**src/hdl/osvm_ram.sv**
```systemverilog
// Simple dual-port synchronous RAM, one write and one registered read port.
// Generic; no package dependency.
`default_nettype none

module osvm_ram #(
    parameter int W = 32,
    parameter int D = 128
) (
    input  wire                              i_clk,
    input  wire                              i_we,
    input  wire  [(D > 1 ? $clog2(D) : 1)-1:0] i_waddr,
    input  wire  [W-1:0]                     i_wdata,
    input  wire  [(D > 1 ? $clog2(D) : 1)-1:0] i_raddr,
    output logic [W-1:0]                     o_rdata
);

    logic [W-1:0] r_mem [D];

    always_ff @(posedge i_clk) begin
        if (i_we) begin
            r_mem[i_waddr] <= i_wdata;
        end
        o_rdata <= r_mem[i_raddr];
    end

endmodule

`default_nettype wire

```
**config.mk**
```make
export PLATFORM = sky130hd
export DESIGN_NAME = osvm_ram
export DESIGN_NICKNAME = d
export VERILOG_FILES = /design/src/hdl/osvm_ram.sv
export SDC_FILE = /design/constraint.sdc
export NUM_CORES = 2
export LEC_CHECK = 0
export BUFFER_PORTS_ARGS = -buffer_cell sky130_fd_sc_hd__buf_4
export CAP_MARGIN = 20
export CORE_AREA = 4 4 595 597
export DETAILED_ROUTE_END_ITERATION = 16
export DIE_AREA = 0 0 599 601
export PLACE_DENSITY = 0.69
export SYNTH_ARGS = -nofsm -noshare
export SYNTH_HDL_FRONTEND = slang
export SYNTH_SLANG_ARGS = --single-unit
```
**constraint.sdc**
```tcl
create_clock -name i_clk -period 11.9 [get_ports i_clk]
set_input_delay 2.38 -clock i_clk [delete_from_list [all_inputs] [get_ports i_clk]]
set_output_delay 2.38 -clock i_clk [all_outputs]
set_load 0.02 [all_outputs]
```
### Word level (Yosys, flattened, before mapping)

Memories as Yosys holds them, arrays and structs flattened. A register that Yosys moved wholly into a read port is not among the register bits.
Cells that the tools add are included.

| operators by class | value |
|---|---|
| mux-type cells | 2 |

Operators with widths:

| cell | number |
|---|---|
| 2-to-1 mux 1 bit | 2 |

| storage, ports and cells | value |
|---|---|
| memories | 1 |
| RAM bits | 4096 |
| input bits | 48 |
| register bits after elaboration | 0 |
| output and inout bits | 32 |

Memories:

| memory | depth | bits a word | rd ports | clocked after memory_dff | wr ports | line | RTL |
|---|---|---|---|---|---|---|---|
| r_mem | 128 | 32 | 1 | 1 | 1 | 17 | `logic [W-1:0] r_mem [D];` |

### Logic depth before layout (Yosys ltp)

| depth | value |
|---|---|
| depth in word-level cells | 2 |
| gate-level depth with buffers | 8 |
| gate-level depth less buffers | 4 |

### Least setup slack after synthesis

Ideal clock, no wire load.

| timing | value |
|---|---|
| path type | input to register |
| start | input port i_we |
| end | memory r_mem[98][0] (enable) |
| stages on the path | 3 |
| path buffers | 1 |
| arrival | 5.158 ns |
| setup slack | 6.281 ns |
| library setup time | 0.461 ns |
| path through | clkbuf_1 > nand4_1 > nor3_1 |

| between the ends | value |
|---|---|
| longest elaborated chain between the ends | 2 |

RTL lines:

| what | line | RTL |
|---|---|---|
| start: declaration | 10 | `input wire i_we,` |
| 2-to-1 mux 1 bit | 20 | `if (i_we) begin` |
| 2-to-1 mux 1 bit (implied by the code) | 21 | `r_mem[i_waddr] <= i_wdata;` |
| end: declaration | 17 |  |

No other way between the ends.

==> key figures <==
Worst setup path
  • Worst path max stage delay: 0.74 ns
  • Cell family with most CP delay: multiplexers
  • Crit start category: input pin
  • CP Class: in2reg
  • Critical Path Fanout Max: 124
  • Critical-path top delay cell: buf_4
  • RR Endpoint: o_rdata[25]
  • FF-to-FF path depth: 4
  • Critical Path RT: about 13 ns
  • Critical path depth: 7
  • Critical path endpoint: o_rdata[31]
  • Worst setup path start: i_raddr[2]
  • Critical Path AT: between 6 and 7 ns
  • Crit path buffers/inverters: 3
  • Reg2Reg Setup Slack: between 9 and 10 ns
  • Worst Setup End Kind: flop
  • Crit path top cell by count: mux4_2
  • CP Cell Sequence: buf_8, buf_12, buf_4, mux4_2, mux4_2, mux4_2, mux2_2
  • Reg2reg start: r_mem[119][25]

Finish
  • Layout cells sized above 1: around 35%
  • Area growth from synthesis to layout: 13.2%
  • Final net count: 6417
  • Commonest non-fill, non-tap cell in the layout: edfxtp_1
  • Most frequent cells in the layout: edfxtp_1, mux4_2, clkbuf_16

Drt
  • Detail Route Antenna Nets: 0
  • # DRC: 0
  • Drt initial violations: 11870
  • WL per Instance: roughly 37 um
  • DR vias/cell: 6.39
  • TritonRoute pass-1 iters: 5
  • Vias: 72270
  • Routed wire length: 420000 um

Die
  • Die Span X: 599 um
  • Cell Rows: between 200 and 250
  • Die area: 0.360 mm^2
  • Core area: 0.349 mm^2
  • # IOs: 80
  • Initial core utilization: 44.8%
  • Die Y: 601 um

CTS
  • Hold_buf cts: 0
  • Clk Tree Root Cell: clkbuf_16
  • CTS Sinks: 4128
  • Clock Path Buffers: 4
  • CTS tree: yes
  • CTS Buf Count: 397
  • H-tree depth: 5
  • Post-CTS Setup Inserts: 0
  • Post-cts sizing count: 0
  • Worst-Skew Late Latency: 0.94 ns
  • CTS clk-pin slew, worst paths: 0.06 ns

Synth
  • Sequential area share after synthesis: 79.1%
  • Synth unique cells: 17
  • Cells after Synth: between 5000 and 6000
  • Syn nets: 6038
  • Synth area leader: edfxtp_1
  • FF+latch count, synth: 4128
  • Synth Warn #: 0
  • Post-synthesis cell area: ~0.16 mm^2
  • Synth area leaders: edfxtp_1, mux4_2, clkbuf_1
  • Post-synth top area share: 78.7%
  • Avg Inst Size Synth: 26.1 um^2

Placed design
  • IO Port Bufs: 79
  • Dpl ws: around 5.0 ns
  • Final HPWL DP: 226000 um
  • Gpl congestion: approximately 0.82

Global routing
  • Tot GR Track Use: 23.2%
  • Global route overflow: 0
  • Largest net degree at the start of global routing: 136
  • Vias in the first global route: 71376
  • Initial antenna violation count: 63
  • Global-route wire length before repair: 581000 um

Timing
  • Post-route setup slack: a little under 6 ns
  • RSZ-0062 raised after global routing: false
  • Finish-stage setup viols: 0
  • Peak Freq: about 0.17 GHz
  • Fin Setup TNS: 0 ns
  • Slew Viols, Final: 0
  • Final hold violations: 0
  • Layout Skew: 0.0704 ns
  • Period Utilization, post-route: between 50 and 60%
  • Worst hold slack: 1.11 ns
  • Slew headroom: between 20% and 30%
  • Worst-Margin Slew: 1.13 ns
  • Final min period: slightly above 6 ns

Pwr
  • Pwr/cell area: 170 mW/mm^2
  • Worst vdd ir: ~0.12 mV
  • Leakage power figure: between 50 and 60 nW

Hold path
  • Hold Startpoint: r_mem[70][15]
  • Hold Path Class: reg2reg

Job
  • Maxcap violations: 0

Outcome
  • Status: finished clean
routing by layer:
metal / vias to the layer above / wire, um / track usage (%)
met1: 39292 / 150000 / 31.7
met3: 843 / 46800 / 4.75
li1: 27171 / - / -
met4: 34 / 21000 / 10.1
met5: - / 228 / 0
met2: 4930 / 202000 / 36.5
through the flow:
step / power [mW] / utilization (%) / instances / cell area, um^2
2_1_floorplan: 17.2 / - / 5990 / 156000
3_3_place_gp: 18.0 / 47.1 / 10565 / 164000
3_5_place_dp: 18.0 / 47.1 / 10566 / 164000
4_1_cts: 30.2 / 50.7 / 11280 / 177000
5_1_grt: 30.9 / 50.7 / 11288 / 177000
6_report: 30.0 / 50.7 / 11307 / 177000
cell usage after synthesis, drive strengths merged:
library cell / number
nor3: 9
edfxtp: 4096
mux4: 1344
nor2: 122
mux2: 32
buf: 134
nand4: 3
nand2: 14
nor2b: 7
or3: 1
clkbuf: 182
nand2b: 2
dfxtp: 32
nand3: 12
worst reg2reg max path, delay by kind of cell (launching register included):
kind,cells,cell delay [ns]
flops,1,0.37
mux,4,2.21
kinds of logic after synthesis:
group         synth area share (%)
flops                         79.1
simple gates                 0.446
buf+inv                      0.839
mux                           19.6
layout make-up:
| class | instances | area [um^2] |
|---|---|---|
| Fill cell | 26223 | 172000 |
| Clock inverter | 205 | 2000 |
| Timing Repair Buffer | 296 | 2470 |
| Clock buffer | 509 | 10600 |
| Multi-Input combinational cell | 1546 | 32300 |
| Tap cell | 4599 | 5750 |
| Sequential cell | 4128 | 124000 |
| Antenna cell | 24 | 60.1 |
sequential cells by signal (all words and copies together) (netlist names):
signal   cells
o_rdata     32
r_mem     4096
power breakdown:
group | internal (mW) | switching [mW] | total, mW
registers | 16.1 | 0.0887 | 16.1
logic | 0.586 | 0.962 | 1.55
clock network | 7.05 | 5.28 | 12.3
total | 23.7 | 6.33 | 30.0
worst min path at each step:
stage | to | cells after the start
after global routing | o_rdata[15] | 4
final | o_rdata[15] | 4
after CTS | o_rdata[15] | 4
after floorplan | o_rdata[0] | 4
after global placement | o_rdata[5] | 4
after detailed placement | o_rdata[14] | 4
No activity file was read; power rests on OpenSTA's default activity.
