File: src/hdl/osvm_pkg.sv
// Package for the online linear SVM trainer.
// Holds sizes, register indexes, the divider request type and shared helpers.
// No dependencies.
`default_nettype none

package osvm_pkg;

    localparam int DIM    = 128;
    localparam int AW     = (DIM > 1) ? $clog2(DIM) : 1;
    localparam int IDX_W  = $clog2(DIM + 1);
    localparam int ACC_W  = 48 + $clog2(DIM);
    localparam int NUM_W  = 52;
    localparam int DEN_W  = 64;
    localparam int QCNT_W = $clog2(NUM_W);

    localparam logic [1:0] CFG_REG_STRENGTH = 2'd0;
    localparam logic [1:0] CFG_START_STEP   = 2'd1;
    localparam logic [1:0] CFG_PROJECT_EN   = 2'd2;
    localparam logic [1:0] CFG_BIAS_EN      = 2'd3;

    typedef struct packed {
        logic             start;
        logic [NUM_W-1:0] num;
        logic [DEN_W-1:0] den;
    } t_div_req;

    function automatic logic [31:0] abs32(input logic [31:0] v);
        abs32 = v[31] ? (~v + 32'd1) : v;
    endfunction

    function automatic logic [15:0] abs16(input logic [15:0] v);
        abs16 = v[15] ? (~v + 16'd1) : v;
    endfunction

    function automatic logic signed [31:0] sat32(input logic signed [53:0] v);
        if (v > 54'sd2147483647)
            sat32 = 32'sh7FFFFFFF;
        else if (v < -54'sd2147483648)
            sat32 = 32'sh80000000;
        else
            sat32 = v[31:0];
    endfunction

endpackage

`default_nettype wire

File: src/hdl/osvm_div.sv
// Restoring radix-2 unsigned divider, one quotient bit per cycle.
// Depends on osvm_pkg for operand widths and the request struct.
`default_nettype none

module osvm_div import osvm_pkg::*; (
    input  wire              i_clk,
    input  wire              i_rst_n,
    input  t_div_req         i_req,
    output logic             o_done,
    output logic [NUM_W-1:0] o_quo,
    output logic             o_rem_nz
);

    logic [NUM_W-1:0]  r_num;
    logic [DEN_W-1:0]  r_den;
    logic [DEN_W-1:0]  r_rem;
    logic [QCNT_W-1:0] r_cnt;
    logic              r_busy;
    logic              r_done;
    logic [DEN_W:0]    rem_sh;
    logic              q_bit;

    assign rem_sh = {r_rem, r_num[NUM_W-1]};
    assign q_bit  = rem_sh >= {1'b0, r_den};

    always_ff @(posedge i_clk) begin
        if (!i_rst_n) begin
            r_busy <= 1'b0;
            r_done <= 1'b0;
            r_cnt  <= '0;
        end else begin
            r_done <= 1'b0;
            if (i_req.start) begin
                r_busy <= 1'b1;
                r_cnt  <= '0;
                r_num  <= i_req.num;
                r_den  <= i_req.den;
                r_rem  <= '0;
            end else if (r_busy) begin
                r_rem <= q_bit ? DEN_W'(rem_sh - {1'b0, r_den}) : DEN_W'(rem_sh);
                r_num <= {r_num[NUM_W-2:0], q_bit};
                r_cnt <= r_cnt + 1'b1;
                if (r_cnt == QCNT_W'(NUM_W - 1)) begin
                    r_busy <= 1'b0;
                    r_done <= 1'b1;
                end
            end
        end
    end

    assign o_done   = r_done;
    assign o_quo    = r_num;
    assign o_rem_nz = |r_rem;

endmodule

`default_nettype wire

File: config.mk
export PLATFORM = sky130hd
export DESIGN_NAME = osvm_div
export DESIGN_NICKNAME = d
export VERILOG_FILES = /design/src/hdl/osvm_pkg.sv /design/src/hdl/osvm_div.sv
export SDC_FILE = /design/constraint.sdc
export NUM_CORES = 1
export LEC_CHECK = 0
export CAP_MARGIN = 10
export CORE_MARGIN = 4
export CORE_UTILIZATION = 65
export CTS_CLUSTER_DIAMETER = 80
export CTS_CLUSTER_SIZE = 16
export DETAILED_ROUTE_END_ITERATION = 7
export DONT_BUFFER_PORTS = 1
export PLACE_DENSITY = 0.81
export SETUP_SLACK_MARGIN = 0.02
export SLEW_MARGIN = 20
export SYNTH_ARGS = -nofsm -noshare
export SYNTH_HDL_FRONTEND = slang
export SYNTH_SLANG_ARGS = --single-unit
export TNS_END_PERCENT = 5
File: constraint.sdc
create_clock -name i_clk -period 8.7 [get_ports i_clk]
set_input_delay 1.74 -clock i_clk [delete_from_list [all_inputs] [get_ports i_clk]]
set_output_delay 1.74 -clock i_clk [all_outputs]
set_load 0.05 [all_outputs]
* After elaboration in Yosys (flattened, before gate mapping)
Index checks and enable logic that the tools add are counted.
** Word-level totals
- Register bits :: 188
- Latch bits :: 0
- Bits in writable memories :: 0
- Bits in read-only memories :: 0
- Bits of input ports :: 119
- Output and inout bits :: 54
- Logic and storage cells :: 26
- Memories kept :: 0
** Cells by class
- Add/subtract/negate cells :: 2
- Multiply operators :: 0
- Div/mod/pow operators :: 0
- $lt $le $gt $ge :: 1
- Equal/unequal tests :: 1
- Shifts and indexed selects :: 0
- Multiplexer cells :: 8
- Bitwise operators :: 2
- Reduce and logical (&&, ||, !) cells :: 6
** Operators by type and width (count)
- $mux W64 :: 2
- $mux W52 :: 2
- $ge A65 B64 Y1 :: 1
- $reduce_or A64 Y1 :: 1
- $sub A64 B64 Y64 :: 1
- $add A6 B1 Y6 const B :: 1
- $eq A6 B6 Y1 const B :: 1
- $mux W1 :: 4
- $reduce_and A2 Y1 :: 2
- $reduce_or A3 Y1 :: 1
- $not A1 Y1 :: 2
- $reduce_bool A2 Y1 :: 1
- $reduce_or A2 Y1 :: 1

* Depth between registers and ports, before layout
- Depth after elaboration :: 4
- Depth in mapped cells :: 14
- Mapped depth without buffers :: 12

* Worst setup path after synthesis
Ideal clock, no wire load.
- Path type :: input -> register
- Start :: input port i_req[116] (netlist bit)
- End :: register r_num[0], in the netlist o_quo[0] (enable)
- Library setup time :: 0.485 ns
- Data arrival time :: 4.982 ns
- Data required time :: 8.215 ns
- Slack :: 3.233 ns
- Stages :: 3
- Buffers on the path :: 2
- Cell sequence :: clkbuf_1 -> clkbuf_1 -> o21a_1
** Between the ends
- Cells in the longest elaborated chain, start to end :: 2
** RTL lines
- start: declaration :: line osvm_div.sv:8 : input t_div_req i_req,
- $reduce_bool A2 Y1 (no source line)
- $reduce_and A2 Y1 (no source line)
- end signal: assignment :: line osvm_div.sv:36 : r_num <= i_req.num;
- end signal: assignment :: line osvm_div.sv:41 : r_num <= {r_num[NUM_W-2:0], q_bit};
- end: declaration :: line osvm_div.sv:14 : logic [NUM_W-1:0] r_num;
Every way passes these cells.
A chain may end at the register's enable or synchronous reset.

* Final worst setup path
- Start :: register r_rem[34]
- End :: output port o_rem_nz
** Between the ends
- Cells in the longest elaborated chain, start to end :: 1
** RTL lines
- start: declaration :: line osvm_div.sv:16 : logic [DEN_W-1:0] r_rem;
- start signal: assignment :: line osvm_div.sv:40 : r_rem <= q_bit ? DEN_W'(rem_sh - {1'b0, r_den}) : DEN_W'(rem_sh);
- $reduce_or A64 Y1 :: line osvm_div.sv:53 : assign o_rem_nz = |r_rem;
- end: declaration :: line osvm_div.sv:11 : output logic o_rem_nz
Every way passes these cells.

==> metrics.md <==
| Metric | Value |
|---|---|
| Run status | finished, final reports clean |
| Initial antenna violation count | 0 |
| NumNets Final | 1331 |
| P&R area growth vs syn | 5.37% |
| Worst setup path class | flip-flop to output port |
| Synth Register Bits | ~190 |
| Leak pwr | approximately 4.8 nW |
| Peak VDD IR | 0.202 mV |
| Max-Cap Viols | 0 |
| Post-synthesis async set-or-reset flop share | 0% |
| Placer Congestion | between 0.9 and 1 |
| Pwr Total | between 2 and 3 mW |
| Die H | 143 µm |
| Setup TNS | 0 ns |
| Die ar. | 0.0205 mm² |
| Most common flop cell mapped by yosys | edfxtp_1 |
| Port bufs | 0 |
| Metal2 WL | about 14 mm |
| Cts repair resizes | 0 |
| Clock Sinks | ~190 |
| # IOs | 173 |
| Via count | around 9200 |
| TritonRoute pass-1 iters | 8 |
| Crit path to | o_rem_nz |
| Initial DRC count | 895 |
| Hpwl dp | between 20 and 25 mm |
| Site Rows | 49 |
| Layout cell share with drive strength beyond 1 | a little under a tenth |
| Gr usage total | 28.8% |
| Most frequent cell after synthesis | edfxtp_1 |
| Worst Path Max Fanout | 3 |
| M1 WL | roughly 12 mm |
| Minimum clock period | between 4 and 5 ns |
| Clk slew on worst S/H paths | around 0.08 ns |
| HP Class | flip-flop to flip-flop |
| CP Cell Sequence | nor4_1 > nand4_1 > or4_1 |
| CP Capture Type | output port |
| RSZ-0062 raised after global routing | no |
| H-tree depth | 4 |
| Fin crit share | 49.7% |
| Post-route ant nets | 0 |
| Pre-CTS setup slack | about 4.6 ns |
| Worst Skew | around 0.017 ns |
| Worst reg-to-reg path cell count | 12 |
| Slew Limit Fails | 0 |
| Max stage delay cell, worst path | or4_1 |
| Register area share after synthesis | around 47% |
| CTS tree | built |
| Global-route wire length before repair | about 47 mm |
| Yosys warnings | 0 |
| Number of flops mapped to enable cells by yosys | 180 |
| Num CTS Buffers | 17 |
| Vias in the first global route | 8941 |
| Core ar. | ~0.018 mm² |
| Fin worst setup slack | roughly 4.4 ns |
| DRC | 0 |
| Initial core utilization | 66.2% |
| Clock Path Buffers | 2 |
| Yosys cell types | between 70 and 80 |
| PD cells | around 220 mW/mm² |
| Syn Area/Cell | 10.0 µm² |
| Worst path arrival time | 2.59 ns |
| Setup Buffers After CTS | 0 |
| Top Layer Used | met4 |
| Critical R2R Launch | o_quo[51] |
| Final hold violations | 0 |
| R2R Setup Slk | 4.54 ns |
| Post-synth top cells | edfxtp_1 (180), nand2_1 (137), a21oi_1 (116), inv_1 (89), nor2_1 (66) |
| Die width | around 140 µm |
| Slew headroom | approximately two fifths |
| CP required | approximately 7.0 ns |
| Mapped Nets | roughly 1400 |
| Setup violations, final | 0 |
| Ant. Diodes | 0 |
| Leading area contributor after synthesis | edfxtp_1 |
| Setup crit start | r_rem[34] |
| Routed met3 length | about 2.8 mm |
| Startpoint Class | flip-flop |
| Area of the mapped netlist | around 0.012 mm² |
| Largest net degree at the start of global routing | 127 |
| Vias per cell | between 6 and 7 |
| Worst-Margin Slew | 0.923 ns |
| Synth top area share | between 40% and 50% |
| Largest cells by area after synthesis | edfxtp_1 (45%), ha_1 (6.8%), mux2_2 (5.0%) |
| Achievable Freq | 231 MHz |
| CTS Hold Bufs | 0 |
| Critical Path Max Stage Delay | 0.85 ns |
| Syn Inst Count | between 1000 and 1500 |
| Wirelength, routed | about 29 mm |
| DR WL/cell | approximately 21 µm |
| Root Buffer | clkbuf_16 |
| Grt total ovfl | 0 |
| Later-pin clock latency in the skew report | around 0.45 ns |
| Worst R2R End | r_rem[2] |
## critical path: cells and delay by family, from the launching register on
kind	cells	cell delay, ns
flops	1	0.44
simple gates	3	1.69
## layout make-up
class	count	area [µm²]
multi-input cells	847	5730
flip-flops and latches	188	5570
fillers	1358	5430
clock buffers	17	425
inverters	89	334
well taps	229	287
clock inverters	15	170
repair buffers	3	22.5
## cells in the final DEF (no fill, tap or decap), types with 3 or more instances in the layout
master,count
mux2i_1,3
a211oi_1,22
and2_1,4
dfxtp_1,8
mux2_2,53
nor4_1,18
o21a_1,13
xnor2_1,26
nand2_1,137
inv_8,4
nor2b_1,7
or3_1,6
and3_1,10
clkbuf_16,17
or2_2,4
xor2_1,18
nor4b_1,6
o21bai_1,14
nor2_1,66
a21oi_1,116
edfxtp_1,180
a21boi_0,3
inv_6,3
clkinv_8,4
nor3_1,19
o21ai_0,48
o211ai_1,13
nand3_1,30
a31oi_1,7
o221a_2,3
nand4_1,31
inv_1,89
o2111ai_1,9
a21o_1,29
a22oi_1,3
or4_1,7
and4_1,3
ha_1,65
buf_4,3
or3b_1,6
## kinds of logic (layout without fill, tap and decap cells)
kind of cell | Yosys count | in the layout | share of synthesized area (%)
DFF | 188 | 188 | 46.8
AOI/OAI and AO/OA | 315 | 315 | 17.2
muxes | 56 | 56 | 5.27
buffers and inverters | 153 | 124 | 5.17
xor gates and xnor gates | 44 | 44 | 3.24
adders and majority gates | 66 | 66 | 7.00
and+or+nand+nor | 366 | 366 | 15.3
## per-layer routing
metal | track usage [%] | vias to the layer above
met2 | 46.0 | 444
met3 | 9.62 | 52
li1 | - | 4357
met1 | 37.7 | 4333
met5 | 0 | -
met4 | 8.47 | 0
## power breakdown
part | internal [mW] | leakage (nW) | total, mW | switching [mW]
clock | 0.388 | 0.290 | 0.784 | 0.396
combinational | 0.283 | 2.71 | 0.756 | 0.473
sequential | 1.10 | 1.79 | 1.20 | 0.109
total | 1.77 | 4.79 | 2.74 | 0.977
## how the worst min path moves through the flow
stage,slack (ns),end,cells past startpoint,start
4_1_cts,0.51,o_done,2,r_cnt[5]
5_1_grt,0.53,r_cnt[5],2,r_cnt[5]
3_5_place_dp,0.51,o_done,2,r_cnt[5]
3_3_place_gp,0.47,r_cnt[5],2,r_cnt[5]
2_1_floorplan,0.46,r_cnt[5],2,r_cnt[5]
6_report,0.50,o_done,2,r_cnt[5]
## state kept, by name (all words and copies together) (netlist names)
register and flops:
r_den 64, o_done 1, r_cnt 6, r_rem 64, o_quo 52, r_busy 1
## metrics by stage
step	hold WS (ns)	instance area, µm²	cells	util (%)
2_1_floorplan	0.458	11900	1188	-
6_report	0.497	12500	1388	69.8
4_1_cts	0.513	12500	1388	69.8
3_3_place_gp	0.470	11900	1356	66.5
3_5_place_dp	0.505	11900	1356	66.5
5_1_grt	0.527	12500	1388	69.8
Note: power is estimated with default switching activity, not from simulation.
