$ cat src/hdl/osvm_isqrt.sv
// Integer square root of a 64-bit value, two radicand bits per cycle.
// No package dependency.
`default_nettype none

module osvm_isqrt (
    input  wire         i_clk,
    input  wire         i_rst_n,
    input  wire         i_start,
    input  wire  [63:0] i_value,
    output logic        o_done,
    output logic [31:0] o_root
);

    logic [63:0] r_v;
    logic [63:0] r_r;
    logic [63:0] r_bit;
    logic [4:0]  r_cnt;
    logic        r_busy;
    logic        r_done;
    logic [63:0] trial;

    assign trial = r_r + r_bit;

    always_ff @(posedge i_clk) begin
        if (!i_rst_n) begin
            r_busy <= 1'b0;
            r_done <= 1'b0;
            r_cnt  <= '0;
        end else begin
            r_done <= 1'b0;
            if (i_start) begin
                r_busy <= 1'b1;
                r_cnt  <= '0;
                r_v    <= i_value;
                r_r    <= '0;
                r_bit  <= 64'h4000_0000_0000_0000;
            end else if (r_busy) begin
                if (r_v >= trial) begin
                    r_v <= r_v - trial;
                    r_r <= (r_r >> 1) + r_bit;
                end else begin
                    r_r <= r_r >> 1;
                end
                r_bit <= r_bit >> 2;
                r_cnt <= r_cnt + 1'b1;
                if (r_cnt == 5'd31) begin
                    r_busy <= 1'b0;
                    r_done <= 1'b1;
                end
            end
        end
    end

    assign o_done = r_done;
    assign o_root = r_r[31:0];

endmodule

`default_nettype wire

$ cat config.mk
export PLATFORM = sky130hd
export DESIGN_NAME = osvm_isqrt
export DESIGN_NICKNAME = d
export VERILOG_FILES = /design/src/hdl/osvm_isqrt.sv
export SDC_FILE = /design/constraint.sdc
export NUM_CORES = 1
export LEC_CHECK = 0
export ABC_AREA = 1
export BUFFER_PORTS_ARGS = -buffer_cell sky130_fd_sc_hd__buf_2
export CAP_MARGIN = 15
export CORE_MARGIN = 1.5
export CORE_UTILIZATION = 53
export DETAILED_ROUTE_END_ITERATION = 6
export PLACE_DENSITY = 0.7
export SYNTH_ARGS = -nofsm -noshare
export SYNTH_HDL_FRONTEND = slang
export SYNTH_SLANG_ARGS = --single-unit
$ cat constraint.sdc
create_clock -name i_clk -period 13.8 [get_ports i_clk]
set_input_delay 4.14 -clock i_clk [delete_from_list [all_inputs] [get_ports i_clk]]
set_output_delay 4.14 -clock i_clk [all_outputs]
set_load 0.005 [all_outputs]
======== Yosys cells after proc, flatten, opt, wreduce, memory -nomap -nowiden ========
Index checks and enable logic that the tools add are counted.
word-level totals
  word-level logic and storage cells ...... 30
  output and inout bits ................... 33
  input bits .............................. 67
  flip-flop bits (word level) ............. 167
cells by class
  muxes and demuxes ....................... 10
  reductions and logical operators ........ 6
  equal/unequal tests ..................... 1
  bitwise gates (word level) .............. 2
  add/subtract/negate cells ............... 4
  $lt $le $gt $ge ......................... 1
operators by type and width
  cell                                         count
  two-way mux 64 bit                           5
  adder 63 x 63 -> 64 bit                      1
  adder 64 x 63 -> 64 bit                      1
  greater-or-equal comparator 64 bit           1
  subtractor 64 bit                            1
  two-way mux 63 bit                           1
  adder 5 x 1 -> 5 bit, second input constant  1
  == test 5 bit, second input constant         1
  two-way mux 1 bit                            4
  nonzero test 2 bit                           2
  AND reduction 3 bit                          1
  OR reduction 3 bit                           1
  NOT 1 bit                                    2
  AND reduction 2 bit                          1
  OR reduction 2 bit                           1

======== Depth between registers and ports, before layout ========
Gate-level depths: netlist of the first run.
  depth after elaboration ................. 5
  depth in mapped cells ................... 27
  depth with buffers taken out ............ 27

======== Least setup slack after synthesis of the first run ========
Ideal clock, no wire load.
  path kind ............................... input-to-reg
  start point ............................. input port i_start
  end point ............................... register r_v[0] (enable)
  path slack .............................. 5.252 ns
  library setup time ...................... 0.418 ns
  arrival ................................. 8.130 ns
  data required time ...................... 13.382 ns
  stages .................................. 5
  path buffers ............................ 1
  path through ............................ clkbuf_1 -> o21ai_0 -> inv_1 -> o21ai_0 -> inv_1
on the way
  word-level cells in the longest chain between the ends .. 2
  elaborated cells between the ends (all ways) .. 3
  those cells by class .................... 3 x reduce/logical
ends and longest elaborated chain
  what                                    RTL line  text
  from (decl)                             8         input wire i_start,
  nonzero test 2 bit (no source line)     --
  AND reduction 3 bit (no source line) *  --
  to (signal assigned)                    34        r_v <= i_value;
  to (signal assigned)                    39        r_v <= r_v - trial;
  to (decl)                               14        logic [63:0] r_v;
Every way passes the cells marked *; elsewhere a longest branch is shown, timed or not.
A chain may end at the register's enable or synchronous reset.

======== Worst setup path in the final report of the first run ========
  start point ............................. register r_r[22]
  end point ............................... register r_r[6] (data pin)
on the way
  word-level cells in the longest chain between the ends .. 4
ends and longest elaborated chain
  what                                RTL line  text
  from (decl)                         15        logic [63:0] r_r;
  from (signal assigned)              40        r_r <= (r_r >> 1) + r_bit;
  from (signal assigned)              42        r_r <= r_r >> 1;
  adder 64 x 63 -> 64 bit             22        assign trial = r_r + r_bit;
  greater-or-equal comparator 64 bit  38        if (r_v >= trial) begin
  two-way mux 64 bit                  38
  two-way mux 64 bit                  37        end else if (r_busy) begin
Every way passes these cells. The select of a mux whose other input is x is not followed.

==> impl_metrics.toml, run 1 <==
[critical_path]
r2r_cells = 21
regToRegSetupSlack_ns = 7.89
cp.required_ns = 14.17
arrival_ns = 6.28
worst_setup_path_end_kind = "flop"
cpPeakStageDelay_ns = 0.62
r2r-end = "r_r[6]"
r2r_start = "r_r[22]"
path_class = "flop to flop"
crit_buf_inv = 1
path_cells = "ha_1 -> nand2_1 -> o21ai_0 -> nand2_1 -> o21ai_0 -> a21oi_1 -> o21ai_0 -> nand2_1 -> nand3b_1 -> nand2_1 -> ha_1 -> nand2_1 -> nor2_1 -> a21oi_1 -> nand2_1 -> a21oi_2 -> nand2_2 -> nor2_4 -> buf_4 -> nand2_1 -> nand2_1"
worst_path_dominant_cell_family = "simple AND/OR/NAND/NOR gates"
slowest_stage = "nor2_4"
cp_common_cell = "nand2_1"
start_kind = "flop"
path_max_fanout = 37

[logic_synthesis]
synth_simple_gate_area_share_pct = 42.5
synth_common_cells = "nand2_1, inv_1, nor2_1"
avgSynthCellArea_um2 = 5.85
synthAdderAreaFrac_pct = 8.12
synth_edf_count = 160
yosysMostFrequentCell = "nand2_1"
yosysWarnings = 0
synthMuxAreaShare_pct = 0
synth_top_family_by_area = "simple AND/OR/NAND/NOR gates"
yosysTopAreaCell = "nand2_1"
synth_ff_type = "edfxtp_1"
synth_compound_area_share_pct = 8.31
synthCells = 3520
ys_async_sr_fraction_pct = 0
synth_top_area_share_pct = 26.1
yosys-top-cells-area = "nand2_1, edfxtp_1, inv_1"
synthDistinctLibCells = 44
synthesis.nets = 3720
synth-xor-area-share_pct = 4.38
syn_area_um2 = 20600
synth_seq_area_share_pct = 24.0
ys_seq_elements = 167

[clocking]
path_clk_slew_ns = 0.07
cts_setup_buffers = 0
clk-insertion-delay-late_ns = 0.51
cts_hold_buf = 0
cts.path.max_buffers = 2
cts_resized = 0
cts_tree = "yes"
clock-sinks = 167
htreeDepth = 4
cts_root_buffer = "clkbuf_16"
cts_buffers = 17

[place]
port_buffers = 99
place.gp.congestion = 1.01
hpwl_mm = 58.6

[sta]
final-hold-violation-count = 0
fin_tns_setup_ns = 0
drv_slew = 0
tightest_slew_ns = 0.943
hold_ws_ns = 0.474
layout_min_cycle_time_ns = 5.91
setup_viol = 0
fmax_ghz = 0.169
clock-skew-final_ns = 0.0181
fin_crit_sh_pct = 42.8
relSlewSlack_pct = 37.1
rsz0062_at_grt = "false"

[power]
powerDensity_nw_per_um2 = 118
leakage_nw = 11.5
peakVddDrop_mv = 0.0916
power_mw = 2.58

[floorplanning]
boundaryPins = 100
core_um2 = 37900
die_h_um = 200
die-width_um = 200
die-area_um2 = 40000
fp-row-count = 71
start_util_pct = 54.2

[global_routing]
grt_overflow_total = 0
grt_pass1_wl_mm = 108
antenna_found_initial = 1
grt_pass1_vias = 20800
grt_use_total_pct = 36.1
grt_max_degree = 71

[finish]
regArea_um2 = 4940
nNetsFinal = 3768
areaGrowthSynthToFinish_pct = 6.24
antennaDiodeCount = 0
drive_above_1_share_pct = 5.19
nFillCells = 4000
multiInputGateArea_um2 = 13000

[routing]
drc_errors = 0
vias_per_cell = 5.43
postRouteAntennaNets = 0
routedWlPerCell_um = 17.5
dr.first_iter.drc_count = 2129
drt_wl_total_mm = 71.6
vias = 22200
dr.pass1.iters = 6

[min_path]
hold_depth = 2
hold_path.class = "flop to flop"
whs_endpoint = "r_cnt[4]"
min_from = "r_cnt[4]"

[run]
cap_violations = 0

[outcome]
status = "complete, no violations"
==> registers in the layout, indices dropped and copies added (netlist names) <==
name and flops:
r_v 64, r_cnt 5, o_done 1, r_r 64
r_busy 1, r_bit 32
==> through the flow <==
| step | util [%] | setup slack (ns) | cells | cell area [um2] |
|---|---|---|---|---|
| final | 57.6 | 7.89 | 4092 | 21900 |
| after global routing | 57.6 | 7.75 | 4092 | 21900 |
| after floorplan | - | 5.25 | 3520 | 20600 |
| after detailed placement | 56.2 | 7.55 | 4060 | 21300 |
| after CTS | 57.6 | 8.08 | 4092 | 21900 |
| after global placement | 56.2 | 7.60 | 4060 | 21300 |
==> cell families (layout without fill, tap and decap cells) <==
| kind of cell | after synthesis | count (layout) |
|---|---|---|
| buffers and inverters | 648 | 709 |
| and+or+nand+nor | 2149 | 2149 |
| xor gates and xnor gates | 103 | 103 |
| DFF | 167 | 167 |
| adders and majority gates | 133 | 133 |
| AOI/OAI and AO/OA | 320 | 320 |
==> final cells by class <==
class	instances	area share (%)
well taps	511	2.92
multi-input cells	2705	59.6
clock buffers	17	1.95
repair buffers	106	2.52
inverters	571	9.82
flip-flops and latches	167	22.6
clock inverters	15	0.624
==> routing by layer <==
layer	vias to the layer above	global-route usage, %	wire, um
li1	11100	-	-
met1	10100	43.7	29300
met2	870	62.4	33800
met3	189	4.25	4720
met4	2	20.4	3820
met5	-	0	13
==> worst register-to-register path, cell delays in order (launching register included) <==
cell      delay (ns)
edfxtp_1        0.58
ha_1            0.49
nand2_1         0.10
o21ai_0         0.32
nand2_1         0.12
o21ai_0         0.48
a21oi_1         0.07
o21ai_0         0.33
nand2_1         0.29
nand3b_1        0.17
nand2_1         0.08
ha_1            0.37
nand2_1         0.14
nor2_1          0.09
a21oi_1         0.23
nand2_1         0.09
a21oi_2         0.24
nand2_2         0.24
nor2_4          0.62
buf_4           0.51
nand2_1         0.13
nand2_1         0.10
==> cells in the final DEF, fill, tap and decap left out, types with 11 or more instances in the layout <==
| master | count |
|---|---|
| nand2_1 | 1431 |
| inv_1 | 561 |
| nor2_1 | 341 |
| nand3_1 | 214 |
| edfxtp_1 | 160 |
| a21oi_1 | 144 |
| ha_1 | 132 |
| o21ai_0 | 129 |
| buf_2 | 98 |
| xnor2_1 | 58 |
| xor2_1 | 45 |
| nor3_1 | 43 |
| nand3b_1 | 29 |
| nand4_1 | 27 |
| nand2_2 | 21 |
| o21bai_1 | 20 |
| clkbuf_16 | 17 |
| nor4_1 | 12 |
| or2_2 | 11 |
==> how the worst max path moves through the flow <==
stage | startpoint | endpoint | slack (ns) | cells after the start
after floorplan | i_start | r_v[0] | 5.25 | 5
after detailed placement | i_start | r_v[63] | 7.55 | 6
after CTS | i_start | r_v[63] | 8.08 | 6
after global placement | i_start | r_v[61] | 7.60 | 6
final | r_r[22] | r_r[6] | 7.89 | 21
after global routing | r_r[22] | r_v[41] | 7.75 | 22
==> power by group <==
group	total (mW)	internal [mW]	switching, mW
logic	1.36	0.449	0.915
clock network	0.487	0.237	0.249
registers	0.733	0.648	0.0850
Note: power is estimated with default switching activity, not from simulation.
==> run 2, diff against run 1 <==
Settings changed: ABC_AREA 1 to 0, PLACE_DENSITY 0.7 to 0.71.
Clock period 13.8 ns to 6 ns, I/O delays scaled along.
==> run 2 against run 1 <==
Against the previous run: sequential power is 120% higher; critical path type unchanged; power increased by 110%; final area is 22% lower; critical path depth up 5.
==> impl_metrics.toml, run 2 <==
[run]
cap_violations = 0

[routing]
wl_met3_mm = 2.11
wl_met2_mm = 20.7
vias = 13700
dr.first_iter.drc_count = 1143
top_layer_used = "met5"
routedWlPerCell_um = 18.9
wl_met1_mm = 17.2
postRouteAntennaNets = 0
vias_per_cell = 6.16
dr.pass1.iters = 6
drc_errors = 0
drt_wl_total_mm = 42.1

[min_path]
hold_path.class = "flop to flop"
whs_endpoint = "r_cnt[4]"
min_from = "r_cnt[4]"
hold_depth = 2

[power]
powerDensity_nw_per_um2 = 320
p_comb_share_pct = 49.1
pwr-share-clk_pct = 21.3
pwr-share-seq_pct = 29.6
peakVddDrop_mv = 0.207
p_sw_mw = 2.22
power_mw = 5.47
leakage_nw = 6.61
switching_share_pct = 40.7
p_int_mw = 3.24

[clocking]
cts_tree = "yes"
htreeDepth = 4
cts_root_buffer = "clkbuf_16"
clk-insertion-delay-late_ns = 0.45
cts.path.max_buffers = 2
cts_buffers = 17
clock-sinks = 167
path_clk_slew_ns = 0.07

[place]
port_buffers = 99
dp_slack_ns = 0.127
placed_cell_area_um2 = 16100
placed_cells = 2177
place.gp.congestion = 0.941
hpwl_mm = 31.2

[finish]
areaGrowthSynthToFinish_pct = 12.6
drive_above_1_share_pct = 14.9
final_cells = 2227
nFillCells = 2469
largestRegisters = "r_r: 64 flops, r_v: 64 flops, r_bit: 32 flops"
final_cell_area_um2 = 17100
nNetsFinal = 2036
regArea_um2 = 4940
layout_commonest_cell = "nand2_1"
layout_common_cells = "nand2_1, o21ai_0, edfxtp_1"
multiInputGateArea_um2 = 9830

[global_routing]
grt_overflow_total = 0
grt_pass1_wl_mm = 65.7
grt_use_total_pct = 28.2
antenna_found_initial = 2
grt_pass1_vias = 13300
grt_max_degree = 97

[critical_path]
regToRegSetupSlack_ns = 0.09
crit_buf_inv = 6
path_max_fanout = 25
path_class = "flop to flop"
slowest_stage = "or4_4"
cp.required_ns = 6.19
r2r_start = "r_r[14]"
worst_path_dominant_cell_family = "compound AO/OA/AOI/OAI gates"
cpPeakStageDelay_ns = 0.57
cp_common_cell = "o21ai_0"
arrival_ns = 6.10
r2r-end = "r_v[6]"
worst_setup_path_end_kind = "flop"
start_kind = "flop"
r2r_cells = 26

[floorplanning]
fp-row-count = 61
die-width_um = 172
boundaryPins = 100
die_h_um = 172
start_util_pct = 54.3
die-area_um2 = 29600
core_um2 = 27900

[logic_synthesis]
syn_area_um2 = 15200
yosysMostFrequentCell = "nand2_1"
synthCells = 1754
yosysTopAreaCell = "edfxtp_1"
synth_top_area_share_pct = 31.7
synth_ff_type = "edfxtp_1"
yosys-top-cells-area = "edfxtp_1, ha_1, nand2_1"
synth_common_cells = "nand2_1, o21ai_0, edfxtp_1"
synthDistinctLibCells = 75
synth_seq_area_share_pct = 32.6
ys_seq_elements = 167
ys_async_sr_fraction_pct = 0
avgSynthCellArea_um2 = 8.64
synth_edf_count = 160
yosysWarnings = 0
synthesis.nets = 1954

[sta]
relSlewSlack_pct = 35.4
tightest_slew_ns = 0.959
layout_setup_ws_ns = 0.0887
drv_slew = 0
clock-skew-final_ns = 0.0165
fmax_ghz = 0.169
setup_viol = 0
layout_min_cycle_time_ns = 5.91
final-hold-violation-count = 0
fin_crit_sh_pct = 98.5

[outcome]
status = "complete, no violations"
run 2: metrics by stage:
stage                     utilization (%)  hold WS, ns  setup TNS [ns]
after floorplan                         -        0.467           -7.03
after global placement               57.6        0.482               0
after detailed placement             57.6        0.500               0
after CTS                            59.8        0.518               0
after global routing                 61.1        0.565           -5.90
final                                61.1        0.512               0
run 2: area by class of cell:
type	count	area share, %
diodes	1	0.0147
clock buffers	18	2.52
clock inverters	13	0.997
inverters	39	0.865
multi-input cells	1454	57.6
flip-flops and latches	167	29.0
well taps	378	2.77
repair buffers	157	6.25
run 2: what timing repair did:
| item | 4_1_cts | 5_1_grt |
|---|---|---|
| resized for setup | 0 | 35 |
| endpoints found under the setup margin | 0 | 141 |
| endpoints found under the hold margin | 0 | 0 |
| setup buffers | 0 | 15 |
| hold buffers | 0 | 0 |
run 2: power groups by stage:
| stage | combinational, mW | clock, mW | sequential [mW] |
|---|---|---|---|
| detailed placement | 2.52 | 0 | 1.63 |
| global route | 2.95 | 1.22 | 1.63 |
| global placement | 2.48 | 0 | 1.63 |
| floorplan | 1.92 | 0 | 1.59 |
| finish | 2.69 | 1.17 | 1.62 |
| CTS | 2.54 | 1.18 | 1.61 |
run 2: worst max path at each step:
stage / from / end / slack (ns) / cells after the start
global route: r_r[16] / r_r[47] / -0.11 / 22
finish: r_r[14] / r_v[6] / 0.09 / 26
CTS: r_r[0] / r_v[12] / 0.06 / 25
floorplan: r_r[2] / r_v[0] / -0.11 / 22
detailed placement: r_r[0] / r_v[63] / 0.13 / 25
global placement: r_bit[20] / r_r[47] / 0.26 / 22
run 2: kinds of logic (layout without fill, tap and decap cells):
| family | count (synthesis) | in the layout | synth area share, % |
|---|---|---|---|
| AO/OA/AOI/OAI | 580 | 580 | 24.5 |
| AND/OR/NAND/NOR | 565 | 565 | 17.3 |
| XOR/XNOR | 170 | 170 | 9.82 |
| flip-flops | 167 | 167 | 32.6 |
| adder cells (fa/ha/maj) | 133 | 133 | 11.0 |
| buffers and inverters | 133 | 227 | 4.23 |
| multiplexers | 6 | 6 | 0.429 |
| other | 0 | 1 | 0 |
run 2: routing by layer:
| metal | track usage, % | vias up |
|---|---|---|
| met2 | 50.7 | 517 |
| met4 | 14.4 | 2 |
| met1 | 32.8 | 6445 |
| li1 | - | 6642 |
| met5 | 0 | - |
| met3 | 3.52 | 123 |
run 2: worst reg2reg max path: stages, from the launching register on:
cell and delay (ns):
edfxtp_1 0.49, ha_4 0.34, nand4_1 0.17, a21oi_2 0.20
o21ai_0 0.14, or4_4 0.57, o21ai_1 0.15, o211ai_1 0.20
o31ai_2 0.32, a21o_1 0.26, o21a_1 0.13, o21ai_0 0.08
xor2_1 0.31, ha_1 0.32, buf_4 0.17, inv_1 0.07
o21ai_0 0.08, a21oi_1 0.17, o21ai_0 0.10, a21o_1 0.20
a211oi_2 0.23, buf_4 0.16, o31a_1 0.21, buf_12 0.16
a21oi_4 0.06, buf_12 0.19, buf_12 0.16
==> run 3, diff against run 2 <==
Settings changed: CAP_MARGIN 15 to 0, PLACE_DENSITY 0.71 to 0.78.
==> run 3 against run 2 <==
Against the previous run: sequential cell count is the same; sequential share of layout area about the same; highest routed layer is now met4; register-to-register slack better by 0.18 ns.
==> impl_metrics.toml, run 3 (synthesized netlist as in run 2, its figures left out) <==
[floorplanning]
fp-row-count = 61
die-area_um2 = 29600
boundaryPins = 100
die-width_um = 172
start_util_pct = 54.3
core_um2 = 27900
die_h_um = 172

[finish]
nFillCells = 2507
final_util_pct = 61.0
largestRegisters = "r_r: 64 flops, r_v: 64 flops, r_bit: 32 flops"
areaGrowthSynthToFinish_pct = 12.4
regArea_um2 = 4940
nNetsFinal = 2034
multiInputGateArea_um2 = 9840
drive_above_1_share_pct = 14.5
layout_common_cells = "nand2_1, o21ai_0, edfxtp_1"
layout_commonest_cell = "nand2_1"
antennaDiodeCount = 0

[routing]
wl_met2_mm = 21.3
drt_wl_total_mm = 42.9
dr.first_iter.drc_count = 1200
vias_per_cell = 6.23
drc_errors = 0
postRouteAntennaNets = 0
dr.pass1.iters = 6
vias = 13900
wl_met3_mm = 2.21
top_layer_used = "met4"
routedWlPerCell_um = 19.3
wl_met1_mm = 17.7

[critical_path]
worstSetupEndpoint = "r_v[7]"
cpPeakStageDelay_ns = 0.56
crit_cells = 21
r2r-end = "r_v[7]"
arrival_ns = 5.87
r2r_cells = 21
start_kind = "flop"
crit_buf_inv = 2
path_cells = "ha_1 -> nand4_1 -> a21oi_1 -> o21ai_0 -> or4_4 -> o21ai_1 -> o211ai_1 -> o31ai_2 -> a21o_1 -> o21ba_2 -> o21ai_0 -> xor2_1 -> ha_1 -> nand4_1 -> nor2_1 -> nand3_1 -> or4_4 -> o31a_1 -> buf_12 -> a21oi_4 -> buf_12"
worst_path_dominant_cell_family = "compound AO/OA/AOI/OAI gates"
worst_setup_path_end_kind = "flop"
slowest_stage = "or4_4"
startpoint = "r_r[18]"
regToRegSetupSlack_ns = 0.27
path_max_fanout = 35
cp.required_ns = 6.14
r2r_start = "r_r[18]"
path_class = "flop to flop"

[global_routing]
grt_pass1_wl_mm = 66.6
grt_max_degree = 92
antenna_found_initial = 0
grt_use_total_pct = 28.7
grt_pass1_vias = 13200
grt_overflow_total = 0

[clocking]
clk-insertion-delay-late_ns = 0.46
path_clk_slew_ns = 0.07
htreeDepth = 4
cts_buffers = 17
cts_hold_buf = 0
clock-sinks = 167
cts.path.max_buffers = 2
cts_root_buffer = "clkbuf_16"
cts_tree = "yes"

[sta]
fin_tns_setup_ns = 0
final-hold-violation-count = 0
rsz0062_at_grt = "false"
relSlewSlack_pct = 34.7
layout_setup_ws_ns = 0.272
tightest_slew_ns = 0.980
drv_slew = 0
clock-skew-final_ns = 0.0132
fmax_ghz = 0.175
setup_viol = 0
fin_crit_sh_pct = 95.5
layout_min_cycle_time_ns = 5.73

[place]
port_buffers = 99
place.gp.congestion = 0.944
hpwl_mm = 32.1
dp_slack_ns = 0.0764

[power]
leakage_nw = 6.60
peakVddDrop_mv = 0.216
powerDensity_nw_per_um2 = 325

[run]
cap_violations = 0

[min_path]
hold_depth = 2
hold_path.class = "flop to flop"

[outcome]
status = "complete, no violations"
-- run 3: layer usage --
metal  vias up  GRT usage (%)
met5         -              0
met4         0           12.5
met3       103           4.17
met2       509           51.5
met1      6615           33.9
li1       6637              -
-- run 3: cell type report --
cell class / instances / share of cell area, %
repair buffers: 155 / 5.85
well taps: 378 / 2.78
clock buffers: 21 / 2.58
inverters: 39 / 0.867
multi-input cells: 1454 / 57.7
flip-flops and latches: 167 / 29.0
clock inverters: 11 / 1.15
-- run 3: how the worst min path moves through the flow --
stage,startpoint,end,slack (ns)
2_1_floorplan,r_cnt[4],r_cnt[4],0.47
3_3_place_gp,r_cnt[4],r_cnt[4],0.48
3_5_place_dp,r_cnt[4],r_cnt[4],0.52
4_1_cts,r_cnt[4],r_cnt[4],0.53
5_1_grt,r_cnt[1],r_cnt[1],0.56
6_report,r_cnt[4],r_cnt[4],0.53
-- run 3: what timing repair did --
| action | 4_1_cts | 5_1_grt |
|---|---|---|
| buffers inserted | 0 | 10 |
| setup endpoints to repair | 0 | 139 |
| gates resized for setup | 0 | 37 |
-- run 3: power by group --
group          internal [mW]  switching, mW  total, mW
Clock                  0.742          0.501       1.24
Combinational           1.08           1.60       2.68
Sequential              1.49          0.128       1.61
-- run 3: tightest hold or removal path, cell delays in order (launching register included) --
cell	delay, ns
dfxtp_1	0.34
mux2i_1	0.07
nor2_1	0.08
-- run 3: stage by stage --
stage / std cells / hold WS (ns) / power, mW / area [um2]
after floorplan: 1754 / 0.467 / 3.51 / 15300
after global placement: 2181 / 0.480 / 4.13 / 16100
after detailed placement: 2181 / 0.519 / 4.18 / 16100
after CTS: 2213 / 0.535 / 5.43 / 16800
after global routing: 2225 / 0.565 / 5.86 / 17000
final: 2225 / 0.527 / 5.54 / 17000
